--- src/rtl/mppt_perturb_observe_duty_top_defines.svh ---
// assertion macros for the mppt perturb-and-observe duty block
`ifndef MPPT_PERTURB_OBSERVE_DUTY_TOP_DEFINES_SVH
`define MPPT_PERTURB_OBSERVE_DUTY_TOP_DEFINES_SVH

`ifndef SYNTHESIS
// checked outside reset
`define MPPO_ASSERT(lbl, prop, msg) \
  lbl: assert property (@(posedge clk) disable iff (rst) prop) else $error(msg);
// checked also while reset is high
`define MPPO_ASSERT_RST(lbl, prop, msg) \
  lbl: assert property (@(posedge clk) prop) else $error(msg);
`else
`define MPPO_ASSERT(lbl, prop, msg)
`define MPPO_ASSERT_RST(lbl, prop, msg)
`endif

`endif

--- src/rtl/mppo_pkg.sv ---
// shared types and constants for the mppt perturb-and-observe duty block
package mppo_pkg;

  localparam int unsigned DUTY_W  = 10;
  localparam int unsigned POWER_W = 23;
  localparam int unsigned MV_W    = 16;
  localparam int unsigned MA_W    = 16;
  localparam int unsigned MAG_W   = 32;
  localparam int unsigned QUOT_W  = 22;

  localparam logic [DUTY_W-1:0] DUTY_PERIOD = 10'd1000;
  localparam logic [DUTY_W-1:0] DUTY_MIN    = 10'd50;
  localparam logic [DUTY_W-1:0] DUTY_MAX    = 10'd950;
  localparam logic [DUTY_W-1:0] DUTY_RESET  = 10'd500;
  localparam logic [MA_W-1:0]   MA_LIMIT    = 16'd4000;

  // ceil(2^41 / 1000): exact floor division by 1000 for magnitudes below 2^31
  localparam logic [MAG_W-1:0] RECIP       = 32'd2199023256;
  localparam int unsigned      RECIP_SHIFT = 41;

  localparam logic MODE_TICK = 1'b0;
  localparam logic MODE_SET  = 1'b1;

  typedef struct packed {
    logic              mode;
    logic [DUTY_W-1:0] set_duty;
  } pass_t;

endpackage

--- src/rtl/mppo_power.sv ---
// two-stage power unit: signed product magnitude, then divide by 1000 via reciprocal
module mppo_power
  import mppo_pkg::*;
(
  input  logic                     clk,
  input  logic                     rst,
  input  logic                     in_valid,
  output logic                     in_ready,
  input  logic [MV_W-1:0]          in_mv,
  input  logic signed [MA_W-1:0]   in_ma,
  input  pass_t                    in_pass,
  output logic                     out_valid,
  input  logic                     out_ready,
  output logic [QUOT_W-1:0]        out_quot,
  output logic                     out_neg,
  output pass_t                    out_pass
);

  logic signed [MV_W+MA_W:0] prod;
  logic [MV_W+MA_W:0]        prod_abs;
  logic [2*MAG_W-1:0]        scaled;

  logic               b_valid;
  logic [MAG_W-1:0]   b_mag;
  logic               b_neg;
  pass_t              b_pass;
  logic               b_ready;

  logic               c_valid;
  logic [QUOT_W-1:0]  c_quot;
  logic               c_neg;
  pass_t              c_pass;
  logic               c_ready;

  assign prod     = $signed({1'b0, in_mv}) * in_ma;
  assign prod_abs = prod[MV_W+MA_W] ? (MV_W+MA_W+1)'(-prod) : prod;

  assign scaled = {{MAG_W{1'b0}}, b_mag} * {{MAG_W{1'b0}}, RECIP};

  assign c_ready  = !c_valid || out_ready;
  assign b_ready  = !b_valid || c_ready;
  assign in_ready = b_ready;

  always_ff @(posedge clk) begin
    if (rst) begin
      b_valid <= 1'b0;
      c_valid <= 1'b0;
    end else begin
      if (b_ready) b_valid <= in_valid;
      if (c_ready) c_valid <= b_valid;
    end
  end

  always_ff @(posedge clk) begin
    if (b_ready) begin
      b_mag  <= prod_abs[MAG_W-1:0];
      b_neg  <= prod[MV_W+MA_W];
      b_pass <= in_pass;
    end
    if (c_ready) begin
      c_quot <= scaled[RECIP_SHIFT +: QUOT_W];
      c_neg  <= b_neg;
      c_pass <= b_pass;
    end
  end

  assign out_valid = c_valid;
  assign out_quot  = c_quot;
  assign out_neg   = c_neg;
  assign out_pass  = c_pass;

endmodule

--- src/rtl/mppo_track.sv ---
// tracker state update: direction, duty step and clamp, stored power, result register
module mppo_track
  import mppo_pkg::*;
(
  input  logic                      clk,
  input  logic                      rst,
  input  logic                      cfg_wr_en,
  input  logic                      cfg_wr_data,
  input  logic                      in_valid,
  output logic                      in_ready,
  input  logic [QUOT_W-1:0]         in_quot,
  input  logic                      in_neg,
  input  pass_t                     in_pass,
  output logic                      out_valid,
  input  logic                      out_ready,
  output logic [DUTY_W-1:0]         out_duty,
  output logic signed [POWER_W-1:0] out_power,
  output logic                      out_up
);

  logic                      tracking_enable;
  logic [DUTY_W-1:0]         duty_reg;
  logic                      step_dir_up;
  logic signed [POWER_W-1:0] prior_power;
  logic signed [POWER_W-1:0] power_out;

  logic [DUTY_W-1:0]         duty_reg_next;
  logic                      step_dir_up_next;
  logic signed [POWER_W-1:0] prior_power_next;
  logic signed [POWER_W-1:0] power_out_next;

  logic [POWER_W-1:0]        pw_mag;
  logic signed [POWER_W-1:0] pw;
  logic                      dir_new;
  logic signed [DUTY_W+1:0]  stepped;
  logic                      accept;

  assign in_ready = !out_valid || out_ready;
  assign accept   = in_valid && in_ready;

  assign pw_mag  = {1'b0, in_quot};
  assign pw      = in_neg ? $signed(-pw_mag) : $signed(pw_mag);
  // equal power counts as no rise
  assign dir_new = (pw > prior_power) ? step_dir_up : !step_dir_up;
  assign stepped = $signed({2'b00, duty_reg}) + (dir_new ? 12'sd1 : -12'sd1);

  always_comb begin
    duty_reg_next    = duty_reg;
    step_dir_up_next = step_dir_up;
    prior_power_next = prior_power;
    power_out_next   = '0;
    case (in_pass.mode)
      MODE_SET: begin
        duty_reg_next = in_pass.set_duty;
      end
      MODE_TICK: begin
        if (tracking_enable) begin
          step_dir_up_next = dir_new;
          if (stepped < $signed({2'b00, DUTY_MIN})) begin
            duty_reg_next = DUTY_MIN;
          end else if (stepped > $signed({2'b00, DUTY_MAX})) begin
            duty_reg_next = DUTY_MAX;
          end else begin
            duty_reg_next = stepped[DUTY_W-1:0];
          end
          prior_power_next = pw;
          power_out_next   = pw;
        end
      end
      default: begin
        duty_reg_next = duty_reg;
      end
    endcase
  end

  always_ff @(posedge clk) begin
    if (rst) begin
      tracking_enable <= 1'b0;
      duty_reg        <= DUTY_RESET;
      step_dir_up     <= 1'b1;
      prior_power     <= '0;
      out_valid       <= 1'b0;
    end else begin
      if (cfg_wr_en) tracking_enable <= cfg_wr_data;
      if (in_ready) out_valid <= in_valid;
      if (accept) begin
        duty_reg    <= duty_reg_next;
        step_dir_up <= step_dir_up_next;
        prior_power <= prior_power_next;
      end
    end
  end

  always_ff @(posedge clk) begin
    if (accept) power_out <= power_out_next;
  end

  // state only moves when a new result replaces the held one
  assign out_duty  = duty_reg;
  assign out_power = power_out;
  assign out_up    = step_dir_up;

endmodule

--- src/rtl/mppt_perturb_observe_duty_top.sv ---
// Perturb-and-observe MPPT duty tracker. Each input beat is either a tracking
// tick (tuser = 0: solar mV and signed charge mA) or a direct set (tuser = 1:
// target mA, clamped to 4000, duty = mA/4). One result beat per input beat
// carries the duty count, the tick's power in mW (zero for sets and disabled
// ticks) and the step direction. The block takes one beat per cycle while no
// stage stalls on back-pressure, and carries each beat through four
// registers: input register, signed product stage, reciprocal-multiply stage
// for the divide by 1000, and the state update that feeds the output register.
// Each stage holds its item while the next one is full, so input stalls only
// when all four are occupied.
// tracking_enable is written through cfg_wr_en/cfg_wr_data and resets to 0.
`include "mppt_perturb_observe_duty_top_defines.svh"

module mppt_perturb_observe_duty_top
  import mppo_pkg::*;
(
  input  logic        clk,
  input  logic        rst,
  input  logic        cfg_wr_en,
  input  logic        cfg_wr_data,     // tracking_enable
  input  logic        s_axis_tvalid,
  output logic        s_axis_tready,
  input  logic [47:0] s_axis_tdata,    // solar_mv[15:0], charge_ma[31:16], target_ma[47:32]
  input  logic        s_axis_tuser,    // mode
  output logic        m_axis_tvalid,
  input  logic        m_axis_tready,
  output logic [39:0] m_axis_tdata     // duty_count[9:0], power_mw[32:10], moving_up[33], zero
);

  logic [MA_W-1:0]   target_lim;
  pass_t             in_pass;

  logic                    a_valid;
  logic                    a_ready;
  logic [MV_W-1:0]         a_mv;
  logic signed [MA_W-1:0]  a_ma;
  pass_t                   a_pass;

  logic                    p_in_ready;
  logic                    p_out_valid;
  logic [QUOT_W-1:0]       p_quot;
  logic                    p_neg;
  pass_t                   p_pass;
  logic                    t_in_ready;

  logic [DUTY_W-1:0]         duty_count;
  logic signed [POWER_W-1:0] power_mw;
  logic                      moving_up;
  logic                      stages_full;

  assign target_lim       = (s_axis_tdata[47:32] > MA_LIMIT) ? MA_LIMIT : s_axis_tdata[47:32];
  assign in_pass.mode     = s_axis_tuser;
  assign in_pass.set_duty = target_lim[DUTY_W+1:2];

  assign a_ready       = !a_valid || p_in_ready;
  assign s_axis_tready = a_ready;

  always_ff @(posedge clk) begin
    if (rst) begin
      a_valid <= 1'b0;
    end else if (a_ready) begin
      a_valid <= s_axis_tvalid;
    end
  end

  always_ff @(posedge clk) begin
    if (a_ready) begin
      a_mv   <= s_axis_tdata[15:0];
      a_ma   <= s_axis_tdata[31:16];
      a_pass <= in_pass;
    end
  end

  mppo_power u_power (
    .clk       (clk),
    .rst       (rst),
    .in_valid  (a_valid),
    .in_ready  (p_in_ready),
    .in_mv     (a_mv),
    .in_ma     (a_ma),
    .in_pass   (a_pass),
    .out_valid (p_out_valid),
    .out_ready (t_in_ready),
    .out_quot  (p_quot),
    .out_neg   (p_neg),
    .out_pass  (p_pass)
  );

  mppo_track u_track (
    .clk         (clk),
    .rst         (rst),
    .cfg_wr_en   (cfg_wr_en),
    .cfg_wr_data (cfg_wr_data),
    .in_valid    (p_out_valid),
    .in_ready    (t_in_ready),
    .in_quot     (p_quot),
    .in_neg      (p_neg),
    .in_pass     (p_pass),
    .out_valid   (m_axis_tvalid),
    .out_ready   (m_axis_tready),
    .out_duty    (duty_count),
    .out_power   (power_mw),
    .out_up      (moving_up)
  );

  assign m_axis_tdata = {6'b000000, moving_up, power_mw, duty_count};

  assign stages_full = a_valid && p_out_valid && m_axis_tvalid;

  `MPPO_ASSERT_RST(a_reset_clears_out, rst |=> !m_axis_tvalid, "result valid after reset")
  `MPPO_ASSERT(a_duty_range, m_axis_tvalid |-> (duty_count <= DUTY_PERIOD), "duty too large")
  `MPPO_ASSERT(a_stall_full, !s_axis_tready |-> stages_full, "input stalled with a free stage")

endmodule
--- config.mk ---
export PLATFORM = sky130hd
export DESIGN_NAME = mppt_perturb_observe_duty_top
export DESIGN_NICKNAME = d
export VERILOG_FILES = /design/src/rtl/mppo_pkg.sv /design/src/rtl/mppo_power.sv /design/src/rtl/mppo_track.sv /design/src/rtl/mppt_perturb_observe_duty_top.sv
export VERILOG_INCLUDE_DIRS = /design/src /design/src/rtl
export SDC_FILE = /design/constraint.sdc
export NUM_CORES = 2
export LEC_CHECK = 0
export ABC_AREA = 1
export CAP_MARGIN = 40
export CORE_UTILIZATION = 25
export DETAILED_ROUTE_END_ITERATION = 10
export DONT_BUFFER_PORTS = 1
export GPL_ROUTABILITY_DRIVEN = 0
export PLACE_DENSITY = 0.36
export SYNTH_ARGS = -nofsm -noshare
export SYNTH_HDL_FRONTEND = slang
export SYNTH_HIERARCHICAL = 1
export SYNTH_SLANG_ARGS = --single-unit
export TNS_END_PERCENT = 50
--- constraint.sdc ---
create_clock -name clk -period 7.6 [get_ports clk]
set_input_delay 0.38 -clock clk [delete_from_list [all_inputs] [get_ports clk]]
set_output_delay 0.38 -clock clk [all_outputs]
set_load 0.01 [all_outputs]
==> metrics.txt <==
status complete, no violations; reported max-cap violation count 0; most used cell, CP nand2_1; Post-synth EDFFs 144; Yosys reg bits 183; Arr. time, crit path 7.41 ns; RSZ-0062 raised after global routing false; metal3 WL 1520 um; crit-path max FO 16; vias in the first global route 27000; CP Launch Point a_mv[7]; clock skew 0.0344 ns; clk_lat worst skew 0.52 ns; fmax 140 MHz; most common cell after layout, fill and taps aside inv_1; utilization after layout 0.276; Worst-Margin Slew 0.809 ns; Yosys cell types 56; Rows 135; ANT cells 0; Post-synth ARST share 0; Cell Area, Placed 0.0365 mm2; top routing layer in use met4; Reg2Reg Depth 26; Ports 97; Mapped Cells 4100; Seq/Total Area, Yosys 0.149; Tot GR Track Use 0.152; CTS clock-pin slew for the worst setup and hold paths 0.08 ns; Min Clock Period, post-route 7.14 ns; first-pass GRT wire length 159000 um; Register Area 0.00510 mm2; DRC violations left 0; met2 WL post-DR 50000 um; CTS tree yes; Mapped Avg Cell Area 8.34 um2; Syn. warnings 6; CP Capture Type register; Finish-stage setup viols 0; Root Driver clkbuf_16; total negative slack 0 ns; CTS Sinks 183; post-route cell area 0.0374 mm2; Reg-to-Reg Start a_mv[7]; number of cells on the critical path 26; CP Launch Type register; CP Class register to register; Longest Clk Path Bufs 2; r2r endpoint u_power/b_mag[31]; Bufs and invs on worst path 4; Vias/cell 4.14; area grow syn2layout 9.46%; Core Footprint 0.136 mm2; average wire per standard cell 17.2 um; setup bufs post-CTS 0; drt total wl 102000 um; Min-Delay Path Class input pin to register; HP Start s_axis_tvalid; synthesized area 0.0342 mm2; pin count of the biggest net entering global routing 47; die height 372 um; final-report hold violation count 0; # fillers 14800; share of cells above drive strength 1 0.0459; DR vias 24500; # port buffers 0; die extent in x 372 um; Relative slew margins 0.461; WHS Endpoint a_valid; WP data required 7.87 ns; most frequent cells in the layout 1167 x inv_1, 718 x nand2_1, 535 x ha_1; die area 0.138 mm2; Final HPWL DP 89100 um; Max Slew Vio Count 0; multi-input logic area 0.0243 mm2; initial antenna violation count 0; final worst path period share 0.940; wl on met1 48900 um; # nets final 5205; slowest CP cell edfxtp_1; r2r setup slk 0.46 ns; hold-critical path depth 2; Final ANT Viol Nets 0; initial DRC count 902; Crit path largest cell delay 0.71 ns; dominant synthesized flop cell edfxtp_1; CTS HTree Levels 4; Initial Util 0.252; Num CTS Buffers 17; CP delay by family, top adder cells; grt ovf 0; First-pass DRT Iterations 6
[Yosys cell counts, types with 25 or more instances]
| cell | instances | area share |
|---|---|---|
| nor2_1 | 241 | 0.026 |
| nand3_1 | 103 | 0.015 |
| xor2_1 | 49 | 0.013 |
| dfxtp_1 | 39 | 0.023 |
| edfxtp_1 | 144 | 0.13 |
| nand2_2 | 43 | 0.0079 |
| o21ai_0 | 97 | 0.014 |
| nand2_1 | 719 | 0.079 |
| clkbuf_1 | 67 | 0.0074 |
| a21oi_1 | 160 | 0.023 |
| inv_1 | 1167 | 0.13 |
| nand4_1 | 25 | 0.0046 |
| ha_1 | 535 | 0.20 |
| fa_1 | 492 | 0.29 |
[cell type report]
type                       count  share of cell area
multi-input combinational   2659               0.649
sequential                   183               0.136
inverter                    1180               0.118
timing repair buffer          82              0.0205
clock inverter                15             0.00458
tap                         1781              0.0595
clock buffer                  17              0.0114
[through the flow]
stage | hold slack [ns] | setup slack, ns | instances
global placement | 0.401 | 0.436 | 5845
global route | 0.00141 | 0.0530 | 5917
floorplan | 0.400 | 1.50 | 4105
CTS | 0.00107 | 0.460 | 5917
finish | 0.0449 | 0.460 | 5917
detailed placement | 0.405 | 0.457 | 5848
[how the worst max path moves through the flow]
stage	endpoint	slack, ns
finish	u_power/b_mag[31]	0.46
CTS	u_power/b_mag[13]	0.46
global route	u_power/b_mag[13]	0.05
floorplan	u_power/b_mag[31]	1.50
detailed placement	u_power/b_mag[31]	0.46
global placement	u_power/b_mag[31]	0.44
[state kept, by name, indices dropped and copies added, names as in the netlist, 10 cells and up]
name                 cells
u_power/b_mag           32
u_track/out_power       23
u_track/prior_power     23
u_power/out_quot        22
a_ma                    16
a_mv                    16
a_pass                  11
u_power/b_pass          11
u_power/out_pass        11
u_track/out_duty        10
[kinds of logic (layout without fill, tap and decap cells)]
family,count (synthesis),after routing,share of synthesized area
compound gates,332,332,0.0545
xor+xnor,69,69,0.0177
fa+ha+maj,1027,1027,0.484
buf+inv,1263,1294,0.141
flops,183,183,0.149
other cells,1,6,0.000110
simple gates,1225,1225,0.154
[timing repair]
action / in CTS / in global routing
hold buffers: 37 / 0
resized for setup: 0 / 0
setup endpoints to repair: 0 / 0
endpoints found under the hold margin: 64 / 0
[per-layer routing]
metal / GRT usage / vias up
met1: 0.201 / 11800
met2: 0.270 / 193
met5: 0 / -
li1: - / 12400
met3: 0.0141 / 56
met4: 0.0272 / 0
Power is not shown: default switching activity piles up to over one toggle a cycle in this logic, so the estimate is an artifact.
